[config.mk]
export PLATFORM = sky130hd
export DESIGN_NAME = semaphore_wait_queue_table
export DESIGN_NICKNAME = d
export VERILOG_FILES = /design/src/sv/swq_pkg.sv /design/src/sv/semaphore_wait_queue_table.sv /design/src/sv/swq_ram.sv
export VERILOG_INCLUDE_DIRS = /design/src /design/src/sv
export SDC_FILE = /design/constraint.sdc
export NUM_CORES = 2
export LEC_CHECK = 0
export ABC_AREA = 1
export BUFFER_PORTS_ARGS = -buffer_cell sky130_fd_sc_hd__buf_4
export CAP_MARGIN = 20
export CORE_AREA = 2 2 540 542
export CTS_CLUSTER_DIAMETER = 40
export CTS_CLUSTER_SIZE = 14
export DETAILED_ROUTE_END_ITERATION = 10
export DIE_AREA = 0 0 542 544
export PLACE_DENSITY_LB_ADDON = 0.1
export SETUP_SLACK_MARGIN = 0.3
export SYNTH_ARGS = -nofsm -noshare
export SYNTH_HDL_FRONTEND = slang
export SYNTH_SLANG_ARGS = --single-unit
[constraint.sdc]
create_clock -name clk_i -period 4.5 [get_ports clk_i]
set_clock_uncertainty 0.1 [all_clocks]
set_input_delay 0.45 -clock clk_i [delete_from_list [all_inputs] [get_ports clk_i]]
set_output_delay 0.45 -clock clk_i [all_outputs]
set_load 0.05 [all_outputs]
[src/sv/semaphore_wait_queue_table_assert.svh]
// ----------------------------------------------------------------------------
// Semaphore wait queue table assertion macros
// Shared macros for the concurrent checks of the wait queue table.
// ----------------------------------------------------------------------------
`ifndef SEMAPHORE_WAIT_QUEUE_TABLE_ASSERT_SVH
`define SEMAPHORE_WAIT_QUEUE_TABLE_ASSERT_SVH

// Same-cycle implication, sampled on clk_i, off during reset.
`define SWQ_ASSERT_NOW(lbl, ante, cons, msg) \
  lbl: assert property (@(posedge clk_i) disable iff (!rst_ni) (ante) |-> (cons)) \
    else $error(msg);

// Next-cycle implication, sampled on clk_i, off during reset.
`define SWQ_ASSERT_NEXT(lbl, ante, cons, msg) \
  lbl: assert property (@(posedge clk_i) disable iff (!rst_ni) (ante) |=> (cons)) \
    else $error(msg);

`endif

[src/sv/swq_pkg.sv]
// ----------------------------------------------------------------------------
// Semaphore wait queue table package
// Sizes, memory word layouts, operation and status codes, sequencer states.
// ----------------------------------------------------------------------------
`timescale 1ns / 1ps

package swq_pkg;

  localparam int SEM_SLOTS  = 32;
  localparam int PROC_SLOTS = 32;

  localparam int SEM_IDX_W  = $clog2(SEM_SLOTS);
  localparam int PROC_IDX_W = $clog2(PROC_SLOTS);
  localparam int MAX_SLOTS  = (SEM_SLOTS > PROC_SLOTS) ? SEM_SLOTS : PROC_SLOTS;
  localparam int CNT_W      = $clog2(MAX_SLOTS + 1);

  localparam int KEY_W    = 32;
  localparam int PID_W    = 31;
  localparam int HANDLE_W = 5;
  localparam int OP_W     = 3;
  localparam int STATUS_W = 2;

  localparam logic [OP_W-1:0] OP_INSERT     = 3'd0;
  localparam logic [OP_W-1:0] OP_REMOVE     = 3'd1;
  localparam logic [OP_W-1:0] OP_OUT_PID    = 3'd2;
  localparam logic [OP_W-1:0] OP_OUT_HANDLE = 3'd3;
  localparam logic [OP_W-1:0] OP_PEEK       = 3'd4;

  localparam logic [STATUS_W-1:0] ST_OK       = 2'd0;
  localparam logic [STATUS_W-1:0] ST_NO_FREE  = 2'd1;
  localparam logic [STATUS_W-1:0] ST_NOT_FOUND = 2'd2;
  localparam logic [STATUS_W-1:0] ST_BLOCKED  = 2'd3;

  typedef struct packed {
    logic [KEY_W-1:0]      key;
    logic [PROC_IDX_W-1:0] head;
    logic [PROC_IDX_W-1:0] tail;
  } desc_word_t;

  typedef struct packed {
    logic [PROC_IDX_W-1:0] next;
    logic                  last;
  } link_word_t;

  typedef struct packed {
    logic [SEM_IDX_W-1:0] desc;
    logic [PID_W-1:0]     pid;
  } info_word_t;

  typedef enum logic [3:0] {
    S_IDLE,
    S_DISP,
    S_KREQ,
    S_KCHK,
    S_HRD,
    S_HCHK,
    S_PSCAN,
    S_PCHK,
    S_URD,
    S_UCHK,
    S_WRD,
    S_WCHK,
    S_INSA,
    S_INSB,
    S_RESP
  } swq_state_e;

endpackage

[src/sv/semaphore_wait_queue_table.sv]
// ----------------------------------------------------------------------------
// Semaphore wait queue table
// Pool of semaphore descriptors, each with a FIFO of blocked process handles.
// ----------------------------------------------------------------------------
// One word in gives one word out. Descriptors (key, head, tail) live in one
// RAM, the per-process links (next, last) in a second and the per-process
// info (descriptor, pid) in a third; active and blocked flags are flip-flops.
// Operations run one at a time on a sequencer. Insert, remove head and peek
// sweep the descriptor RAM for the key, comparing only active descriptors and
// skipping free ones. Out by pid sweeps the info RAM over the blocked entries
// of the PROC_SLOTS process slots. Unlinking a process that is not at the
// head of its queue walks the link RAM from the head. Insert, out by handle
// and unknown codes can be rejected at dispatch. A new word is taken only
// while the sequencer idles; a finished result waits in the output register
// without holding the input.
`timescale 1ns / 1ps

`include "semaphore_wait_queue_table_assert.svh"

module semaphore_wait_queue_table
  import swq_pkg::*;
(
  input  logic                clk_i,
  input  logic                rst_ni,
  input  logic                in_valid_i,
  output logic                in_stall_o,
  input  logic [OP_W-1:0]     op_i,
  input  logic [KEY_W-1:0]    sem_key_i,
  input  logic [HANDLE_W-1:0] proc_handle_i,
  input  logic [PID_W-1:0]    proc_pid_i,
  output logic                out_valid_o,
  input  logic                out_stall_i,
  output logic [STATUS_W-1:0] status_o,
  output logic [HANDLE_W-1:0] found_handle_o,
  output logic [PID_W-1:0]    found_pid_o
);

  swq_state_e state_q, state_d;

  logic [SEM_SLOTS-1:0]  desc_active_q, desc_active_d;
  logic [PROC_SLOTS-1:0] proc_blocked_q, proc_blocked_d;
  logic                  out_valid_q, out_valid_d;

  // Latched request and working registers.
  logic [OP_W-1:0]       op_q, op_d;
  logic [KEY_W-1:0]      key_q, key_d;
  logic [HANDLE_W-1:0]   h_q, h_d;
  logic [PID_W-1:0]      pid_q, pid_d;
  logic [CNT_W-1:0]      idx_q, idx_d;
  logic [SEM_IDX_W-1:0]  free_q, free_d;
  logic                  free_vld_q, free_vld_d;
  logic [SEM_IDX_W-1:0]  d_q, d_d;
  logic [PROC_IDX_W-1:0] cur_q, cur_d;
  logic [PROC_IDX_W-1:0] prev_q, prev_d;
  logic                  new_q, new_d;
  desc_word_t            dw_q, dw_d;
  link_word_t            hl_q, hl_d;
  logic [STATUS_W-1:0]   res_st_q, res_st_d;
  logic [HANDLE_W-1:0]   res_fh_q, res_fh_d;
  logic [PID_W-1:0]      res_fp_q, res_fp_d;
  logic [STATUS_W-1:0]   o_st_q, o_st_d;
  logic [HANDLE_W-1:0]   o_fh_q, o_fh_d;
  logic [PID_W-1:0]      o_fp_q, o_fp_d;

  // RAM ports.
  logic                  desc_we, link_we, info_we;
  logic [SEM_IDX_W-1:0]  desc_waddr, desc_raddr;
  logic [PROC_IDX_W-1:0] link_waddr, link_raddr, info_waddr, info_raddr;
  desc_word_t            desc_wdata, desc_rdata;
  link_word_t            link_wdata, link_rdata;
  info_word_t            info_wdata, info_rdata;

  logic in_acc, out_acc, out_free;
  logic h_ok;
  logic [PROC_IDX_W-1:0] h_idx;
  logic [SEM_IDX_W-1:0]  sidx;
  logic [PROC_IDX_W-1:0] pidx;

  assign in_stall_o = (state_q != S_IDLE);
  assign in_acc     = in_valid_i && !in_stall_o;
  assign out_acc    = out_valid_q && !out_stall_i;
  assign out_free   = !out_valid_q || !out_stall_i;
  // The handle names a slot inside the process pool.
  assign h_ok       = (32'(h_q) < 32'(PROC_SLOTS));
  assign h_idx      = h_q[PROC_IDX_W-1:0];
  assign sidx       = idx_q[SEM_IDX_W-1:0];
  assign pidx       = idx_q[PROC_IDX_W-1:0];

  swq_ram #(.WIDTH($bits(desc_word_t)), .DEPTH(SEM_SLOTS)) u_desc_ram (
    .clk_i  (clk_i),
    .we_i   (desc_we),
    .waddr_i(desc_waddr),
    .wdata_i(desc_wdata),
    .raddr_i(desc_raddr),
    .rdata_o(desc_rdata)
  );

  swq_ram #(.WIDTH($bits(link_word_t)), .DEPTH(PROC_SLOTS)) u_link_ram (
    .clk_i  (clk_i),
    .we_i   (link_we),
    .waddr_i(link_waddr),
    .wdata_i(link_wdata),
    .raddr_i(link_raddr),
    .rdata_o(link_rdata)
  );

  swq_ram #(.WIDTH($bits(info_word_t)), .DEPTH(PROC_SLOTS)) u_info_ram (
    .clk_i  (clk_i),
    .we_i   (info_we),
    .waddr_i(info_waddr),
    .wdata_i(info_wdata),
    .raddr_i(info_raddr),
    .rdata_o(info_rdata)
  );

  // Next state.
  always_comb begin
    state_d = state_q;
    case (state_q)
      S_IDLE: begin
        if (in_acc) state_d = S_DISP;
      end
      S_DISP: begin
        case (op_q)
          OP_INSERT: begin
            if (!h_ok || proc_blocked_q[h_idx]) state_d = S_RESP;
            else state_d = S_KREQ;
          end
          OP_REMOVE, OP_PEEK: state_d = S_KREQ;
          OP_OUT_PID: state_d = S_PSCAN;
          OP_OUT_HANDLE: begin
            if (h_ok && proc_blocked_q[h_idx]) state_d = S_HRD;
            else state_d = S_RESP;
          end
          default: state_d = S_RESP;
        endcase
      end
      S_KREQ: begin
        if (idx_q == CNT_W'(SEM_SLOTS)) begin
          if ((op_q == OP_INSERT) && free_vld_q) state_d = S_INSB;
          else state_d = S_RESP;
        end else if (desc_active_q[sidx]) begin
          state_d = S_KCHK;
        end
      end
      S_KCHK: begin
        if (desc_rdata.key == key_q) begin
          state_d = (op_q == OP_INSERT) ? S_INSA : S_HRD;
        end else begin
          state_d = S_KREQ;
        end
      end
      S_HRD:  state_d = S_HCHK;
      S_HCHK: state_d = (op_q == OP_PEEK) ? S_RESP : S_URD;
      S_PSCAN: begin
        if (idx_q == CNT_W'(PROC_SLOTS)) state_d = S_RESP;
        else if (proc_blocked_q[pidx]) state_d = S_PCHK;
      end
      S_PCHK: state_d = (info_rdata.pid == pid_q) ? S_URD : S_PSCAN;
      S_URD:  state_d = S_UCHK;
      S_UCHK: state_d = (desc_rdata.head == cur_q) ? S_RESP : S_WRD;
      S_WRD:  state_d = S_WCHK;
      S_WCHK: begin
        if (link_rdata.last || (link_rdata.next == cur_q)) state_d = S_RESP;
        else state_d = S_WRD;
      end
      S_INSA: state_d = S_INSB;
      S_INSB: state_d = S_RESP;
      S_RESP: begin
        if (out_free) state_d = S_IDLE;
      end
      default: state_d = S_IDLE;
    endcase
  end

  // Datapath and RAM control.
  always_comb begin
    desc_active_d  = desc_active_q;
    proc_blocked_d = proc_blocked_q;
    out_valid_d    = out_valid_q && !out_acc;
    op_d     = op_q;
    key_d    = key_q;
    h_d      = h_q;
    pid_d    = pid_q;
    idx_d    = idx_q;
    free_d   = free_q;
    free_vld_d = free_vld_q;
    d_d      = d_q;
    cur_d    = cur_q;
    prev_d   = prev_q;
    new_d    = new_q;
    dw_d     = dw_q;
    hl_d     = hl_q;
    res_st_d = res_st_q;
    res_fh_d = res_fh_q;
    res_fp_d = res_fp_q;
    o_st_d   = o_st_q;
    o_fh_d   = o_fh_q;
    o_fp_d   = o_fp_q;
    desc_we    = 1'b0;
    desc_waddr = d_q;
    desc_wdata = dw_q;
    desc_raddr = sidx;
    link_we    = 1'b0;
    link_waddr = prev_q;
    link_wdata = '0;
    link_raddr = cur_q;
    info_we    = 1'b0;
    info_waddr = h_idx;
    info_wdata = '0;
    info_raddr = cur_q;

    case (state_q)
      S_IDLE: begin
        if (in_acc) begin
          op_d       = op_i;
          key_d      = sem_key_i;
          h_d        = proc_handle_i;
          pid_d      = proc_pid_i;
          idx_d      = '0;
          free_vld_d = 1'b0;
          new_d      = 1'b0;
          res_st_d   = ST_NOT_FOUND;
          res_fh_d   = '0;
          res_fp_d   = '0;
        end
      end
      S_DISP: begin
        if ((op_q == OP_INSERT) && h_ok && proc_blocked_q[h_idx]) begin
          res_st_d = ST_BLOCKED;
        end
        cur_d = h_idx;
      end
      S_KREQ: begin
        if (idx_q == CNT_W'(SEM_SLOTS)) begin
          if (op_q == OP_INSERT) begin
            if (free_vld_q) begin
              d_d   = free_q;
              new_d = 1'b1;
            end else begin
              res_st_d = ST_NO_FREE;
            end
          end
        end else if (!desc_active_q[sidx]) begin
          if (!free_vld_q) begin
            free_d     = sidx;
            free_vld_d = 1'b1;
          end
          idx_d = idx_q + 1'b1;
        end
      end
      S_KCHK: begin
        if (desc_rdata.key == key_q) begin
          d_d   = sidx;
          dw_d  = desc_rdata;
          cur_d = desc_rdata.head;
        end else begin
          idx_d = idx_q + 1'b1;
        end
      end
      S_HRD: info_raddr = cur_q;
      S_HCHK: begin
        res_st_d = ST_OK;
        res_fh_d = HANDLE_W'(cur_q);
        res_fp_d = info_rdata.pid;
        d_d      = info_rdata.desc;
      end
      S_PSCAN: begin
        info_raddr = pidx;
        if ((idx_q != CNT_W'(PROC_SLOTS)) && !proc_blocked_q[pidx]) idx_d = idx_q + 1'b1;
      end
      S_PCHK: begin
        if (info_rdata.pid == pid_q) begin
          cur_d    = pidx;
          res_st_d = ST_OK;
          res_fh_d = HANDLE_W'(pidx);
          res_fp_d = info_rdata.pid;
          d_d      = info_rdata.desc;
        end else begin
          idx_d = idx_q + 1'b1;
        end
      end
      S_URD: begin
        desc_raddr = d_q;
        link_raddr = cur_q;
      end
      S_UCHK: begin
        dw_d   = desc_rdata;
        hl_d   = link_rdata;
        prev_d = desc_rdata.head;
        if (desc_rdata.head == cur_q) begin
          // Unlinking the head: free the descriptor or advance its head.
          if (link_rdata.last) begin
            desc_active_d[d_q] = 1'b0;
          end else begin
            desc_we         = 1'b1;
            desc_wdata      = desc_rdata;
            desc_wdata.head = link_rdata.next;
          end
          proc_blocked_d[cur_q] = 1'b0;
        end
      end
      S_WRD: link_raddr = prev_q;
      S_WCHK: begin
        if (link_rdata.last) begin
          proc_blocked_d[cur_q] = 1'b0;
        end else if (link_rdata.next == cur_q) begin
          link_we = 1'b1;
          if (hl_q.last) begin
            link_wdata.next = cur_q;
            link_wdata.last = 1'b1;
            desc_we         = 1'b1;
            desc_wdata      = dw_q;
            desc_wdata.tail = prev_q;
          end else begin
            link_wdata = hl_q;
          end
          proc_blocked_d[cur_q] = 1'b0;
        end else begin
          prev_d = link_rdata.next;
        end
      end
      S_INSA: begin
        link_we         = 1'b1;
        link_waddr      = dw_q.tail;
        link_wdata.next = h_idx;
        link_wdata.last = 1'b0;
        desc_we         = 1'b1;
        desc_wdata      = dw_q;
        desc_wdata.tail = h_idx;
      end
      S_INSB: begin
        if (new_q) begin
          desc_we            = 1'b1;
          desc_wdata.key     = key_q;
          desc_wdata.head    = h_idx;
          desc_wdata.tail    = h_idx;
          desc_active_d[d_q] = 1'b1;
        end
        link_we         = 1'b1;
        link_waddr      = h_idx;
        link_wdata.next = '0;
        link_wdata.last = 1'b1;
        info_we         = 1'b1;
        info_waddr      = h_idx;
        info_wdata.desc = d_q;
        info_wdata.pid  = pid_q;
        proc_blocked_d[h_idx] = 1'b1;
        res_st_d        = ST_OK;
      end
      S_RESP: begin
        if (out_free) begin
          out_valid_d = 1'b1;
          o_st_d      = res_st_q;
          o_fh_d      = res_fh_q;
          o_fp_d      = res_fp_q;
        end
      end
      default: ;
    endcase
  end

  always_ff @(posedge clk_i or negedge rst_ni) begin
    if (!rst_ni) begin
      state_q        <= S_IDLE;
      desc_active_q  <= '0;
      proc_blocked_q <= '0;
      out_valid_q    <= 1'b0;
    end else begin
      state_q        <= state_d;
      desc_active_q  <= desc_active_d;
      proc_blocked_q <= proc_blocked_d;
      out_valid_q    <= out_valid_d;
    end
  end

  always_ff @(posedge clk_i) begin
    op_q       <= op_d;
    key_q      <= key_d;
    h_q        <= h_d;
    pid_q      <= pid_d;
    idx_q      <= idx_d;
    free_q     <= free_d;
    free_vld_q <= free_vld_d;
    d_q        <= d_d;
    cur_q      <= cur_d;
    prev_q     <= prev_d;
    new_q      <= new_d;
    dw_q       <= dw_d;
    hl_q       <= hl_d;
    res_st_q   <= res_st_d;
    res_fh_q   <= res_fh_d;
    res_fp_q   <= res_fp_d;
    o_st_q     <= o_st_d;
    o_fh_q     <= o_fh_d;
    o_fp_q     <= o_fp_d;
  end

  assign out_valid_o    = out_valid_q;
  assign status_o       = o_st_q;
  assign found_handle_o = o_fh_q;
  assign found_pid_o    = o_fp_q;

  // An accepted word always starts with dispatch.
  `SWQ_ASSERT_NEXT(a_accept_disp, in_acc, state_q == S_DISP, "accept did not dispatch")
  // Only active descriptors are compared against the key.
  `SWQ_ASSERT_NOW(a_kchk_active, state_q == S_KCHK, desc_active_q[sidx], "inactive key compare")
  // A result leaving the sequencer shows up on the output and frees the input.
  `SWQ_ASSERT_NEXT(a_resp_out, (state_q == S_RESP) && out_free, out_valid_o && (state_q == S_IDLE), "result not delivered")

endmodule

[src/sv/swq_ram.sv]
// ----------------------------------------------------------------------------
// Semaphore wait queue table RAM
// Simple dual-port synchronous RAM, one write and one registered read port.
// ----------------------------------------------------------------------------
`timescale 1ns / 1ps

module swq_ram #(
  parameter int WIDTH = 8,
  parameter int DEPTH = 32
) (
  input  logic                     clk_i,
  input  logic                     we_i,
  input  logic [$clog2(DEPTH)-1:0] waddr_i,
  input  logic [WIDTH-1:0]         wdata_i,
  input  logic [$clog2(DEPTH)-1:0] raddr_i,
  output logic [WIDTH-1:0]         rdata_o
);

  logic [WIDTH-1:0] mem [DEPTH];

  always_ff @(posedge clk_i) begin
    if (we_i) begin
      mem[waddr_i] <= wdata_i;
    end
  end

  always_ff @(posedge clk_i) begin
    rdata_o <= mem[raddr_i];
  end

endmodule
==> impl_results.md <==
- Crit path largest cell delay: 630 ps
- Fin. max-slew vios: 0
- DRC: 0
- Largest family of logic cells by synthesized area: simple AND/OR/NAND/NOR gates
- Initial core utilization: 44.75%
- Fillers: between 20000 and 30000
- Final Total Pwr: approximately 110 mW
- Register bit total from synthesis: just over 3000
- Crit. End Element: flop
- Startpoint Class: flop
- Final Cell Area: 154000 um^2
- Clock tree buffer depth: 4
- WL per Instance: about 24 um
- Placement Cell Area: 136900 um^2
- Critical Path Start: u_desc_ram.rdata_o[5]$_DFF_P_
- Largest net degree at the start of global routing: 160
- Part of the Yosys area used for sequential elements: roughly 70%
- Crit Reg-Reg Endpoint: u_desc_ram.mem[23][30]$_DFFE_PP_
- Final period util: 79.66%
- Max Freq: approximately 0.28 GHz
- FF-to-FF path depth: 12
- Vias: roughly 90000
- Post-route minimum period: roughly 3600 ps
- Dpl hpwl: about 220 mm
- R2R Path Start: u_desc_ram.rdata_o[5]$_DFF_P_
- Pre-CTS WS: between 900 and 1000 ps
- Total track usage: between 20% and 30%
- Critical-path top delay cell: dfxtp_1
- Post-synthesis compound-gate area fraction: 2.261%
- Vias in the first global route: about 87000
- WL final: just over 400 mm
- Post-Synth Simple-Gate Area: a little over a fifth
- Crit path cell chain: inv_1 -> nand2_1 -> nand2_1 -> a21oi_1 -> nand3_1 -> inv_1 -> nand3_4 -> o2111ai_2 -> buf_4 -> nand2_1 -> clkinv_2 -> buf_12
- Post-synthesis mux area share: 0%
- Die Y: about 540 um
- Setup Crit Path Kind: reg -> reg
- Worst path most repeated cell: nand2_1
- Top sig layer: met4
- Clock Latency Late Sink: around 980 ps
- Footprint of the multi-input gates: roughly 32000 um^2
- Core footprint: approximately 290000 um^2
- Initial antenna violation count: 7
- Max_cap viols: 0
- Clock sink total: a little over 3000
- Antenna viol nets, final: 0
- Post-Syn Nets: ~12000
- Met1 Routed Length: between 150 and 200 mm
- P_leak: between 60 and 70 nW
- Placed Cells: 15900
- First-pass GRT wire length: between 500 and 600 mm
- Root Buffer: clkbuf_16
- Die extent in x: around 540 um
- Avg Vias per Cell: ~5.3
- Global route overflow: 0
- CTS tree: built
- Detailed Route Iter0 Violations: 8915
- Xor-xnor portion of the synthesized cell area: less than 1%
- Met2 wire len: between 200 and 250 mm
- Rows: approximately 200
- Post CTS Setup Buffer Count: 0
- Power per cell area: just under 700 nW/um^2
- Max-Slew Margin vs Limit: 23.55%
- Resized cells post-CTS: 0
- CP Data Arrival Time: just over 4000 ps
- Clk slew on worst S/H paths: about 50 ps
- CTS Buf Count: around 460
- Final setup TNS: 0 ps
- Worst-margin pin slew: about 1100 ps
- Syn avg cell area: between 10 and 15 um^2
- Warnings from Yosys: 0
- IO buf count: approximately 110
- Fin nets: 12730
- CP required: 5020 ps
- H-tree depth: 5
- Die Area: between 200000 and 300000 um^2
- Worst hold path depth: 5
- Synth Cell Area: approximately 130000 um^2
- Total iterations of the first detailed-routing run: 8
- End of the critical path: u_desc_ram.mem[23][30]$_DFFE_PP_
- Adder and majority gate portion of the synthesized area: 0.01933%
- Layout Cells excl Fill: about 17000
- I/O pins: roughly 120
- Layout cell share with drive strength beyond 1: between 10 and 15%
- Final Hold Fails: 0
- Syn Inst Count: approximately 12000
- CP Max Fanout: 32
- RSZ-0062 raised after global routing: false
- Final setup violation count: 0
- Placer Congestion: a little under 0.9
- Status: completed
- Cell variety after synth: between 40 and 50
- Synth-to-Final Area Change: 18.93%
- VDD IR-drop max: 1138 uV
- CTS hold repair buffers: 75
- Reg2reg setup slack: ~900 ps
- Met3 wire len: between 20 and 25 mm
- Worst min path class: in -> reg
- Post-route setup slack: slightly above 900 ps
- Register area: 90820 um^2
synthesized netlist by cell type:
master,n,area (um^2)
inv_2,9,33.78
o21bai_1,1,7.510
nand2_1,4999,18760
nand2_2,4,25.02
a211oi_1,2,15.01
o21ai_2,4,35.03
nor3_1,20,100.1
buf_4,13,97.59
a21oi_1,32,160.2
a2111oi_0,1,8.760
o21ai_4,1,16.27
nor3b_2,1,12.51
o2111ai_1,1,8.760
nand3_1,1479,7402
o221ai_1,37,324.1
dfrtp_1,69,1727
o22ai_1,11,68.82
ha_1,2,25.02
xnor2_1,33,289.0
a22oi_1,2,15.01
nor4_1,1,6.260
nand2_4,3,33.78
clkinv_1,3,11.26
nor2_2,4,25.02
o21ai_0,113,565.5
dfxtp_1,84,1682
buf_2,330,1652
nor2_4,1,11.26
xor2_1,3,26.28
clkbuf_1,199,747.0
o21ai_1,18,90.09
inv_4,2,12.51
buf_6,19,214.0
nand4_1,11,68.82
buf_1,60,225.2
a21oi_2,1,8.760
inv_1,1280,4805
edfxtp_1,2911,87410
o211ai_1,184,1381
nor2_1,305,1145
o21a_1,8,60.06
a31oi_1,26,162.7
cell families (layout without fill, tap and decap cells):
kind of cell | after synthesis | count (layout)
and+or+nand+nor | 6828 | 6828
DFF | 3064 | 3064
buffers and inverters | 1915 | 2687
AOI/OAI and AO/OA | 442 | 442
other | 0 | 4
adders and majority gates | 2 | 2
xor gates and xnor gates | 36 | 36
critical path: cells and delay by family (launching register included):
family	cells	cell delay [ps]
flops	1	630
compound gates	2	270
simple gates	5	530
buf+inv	5	1640
how the worst min path moves through the flow:
stage,startpoint,endpoint,slack [ps]
4_1_cts,in_valid_i,free_vld_q$_DFFE_PP_,20
3_3_place_gp,res_fp_q[14]$_SDFFCE_PP0P_,found_pid_o[14]$_DFFE_PP_,300
3_5_place_dp,res_fp_q[10]$_SDFFCE_PP0P_,found_pid_o[10]$_DFFE_PP_,300
5_1_grt,sem_key_i[12],key_q[12]$_DFFE_PP_,80
6_report,in_valid_i,free_vld_q$_DFFE_PP_,80
2_1_floorplan,rst_ni,asynchronous set/reset pin,50
state kept, by name, indices dropped and copies added, names as in the netlist, 5 cells and up, named ones only:
name / count
u_desc_ram.rdata_o: 42
key_q: 32
u_desc_ram.mem: 1344
cur_q: 5
idx_q: 6
h_idx: 5
pid_q: 31
found_pid_o: 31
res_fp_q: 31
found_handle_o: 5
u_info_ram.rdata_o: 36
free_q: 5
d_q: 5
dw_q: 42
hl_q: 6
prev_q: 5
u_info_ram.mem: 1152
res_fh_q: 5
u_link_ram.mem: 192
proc_blocked_q: 32
u_link_ram.rdata_o: 6
layout make-up:
class                   instances  area share, %
inverters                    1294          3.205
diodes                          4       0.006500
repair buffers                520          3.652
clock inverters               362          2.757
well taps                    3800          3.088
clock buffers                 511          7.784
flip-flops and latches       3064          58.98
multi-input cells            7308          20.53
per-stage QoR:
step / util (%) / hold WS, ps
after floorplan: - / 54.41
after global placement: 47.29 / 301.8
after detailed placement: 47.30 / 304.5
after CTS: 53.17 / 22.89
after global routing: 53.22 / 75.47
final: 53.22 / 81.35
where the power goes:
group	switching, mW	internal [mW]
sequential	1.07	34.0
clock	14.0	23.1
combinational	25.2	9.10
total	40.2	66.2
cells in the final DEF, fill, tap and decap left out, drive strengths merged, types with 3 or more instances in the layout:
| master | instances |
|---|---|
| a21oi | 33 |
| a31oi | 26 |
| buf | 446 |
| bufinv | 62 |
| clkbuf | 511 |
| clkinv | 198 |
| clkinvlp | 55 |
| dfrtp | 69 |
| dfxtp | 84 |
| diode | 4 |
| dlygate4sd3 | 74 |
| edfxtp | 2911 |
| inv | 1341 |
| nand2 | 5006 |
| nand3 | 1479 |
| nand4 | 11 |
| nor2 | 310 |
| nor3 | 20 |
| o211ai | 184 |
| o21a | 8 |
| o21ai | 136 |
| o221ai | 37 |
| o22ai | 11 |
| xnor2 | 33 |
| xor2 | 3 |
layer usage:
layer	vias to the layer above	global-route usage, %
met4	0	10.21
met1	43590	34.89
li1	41590	-
met5	-	0
met2	3299	46.79
met3	728	3.069
Note: power is estimated with default switching activity, not from simulation.
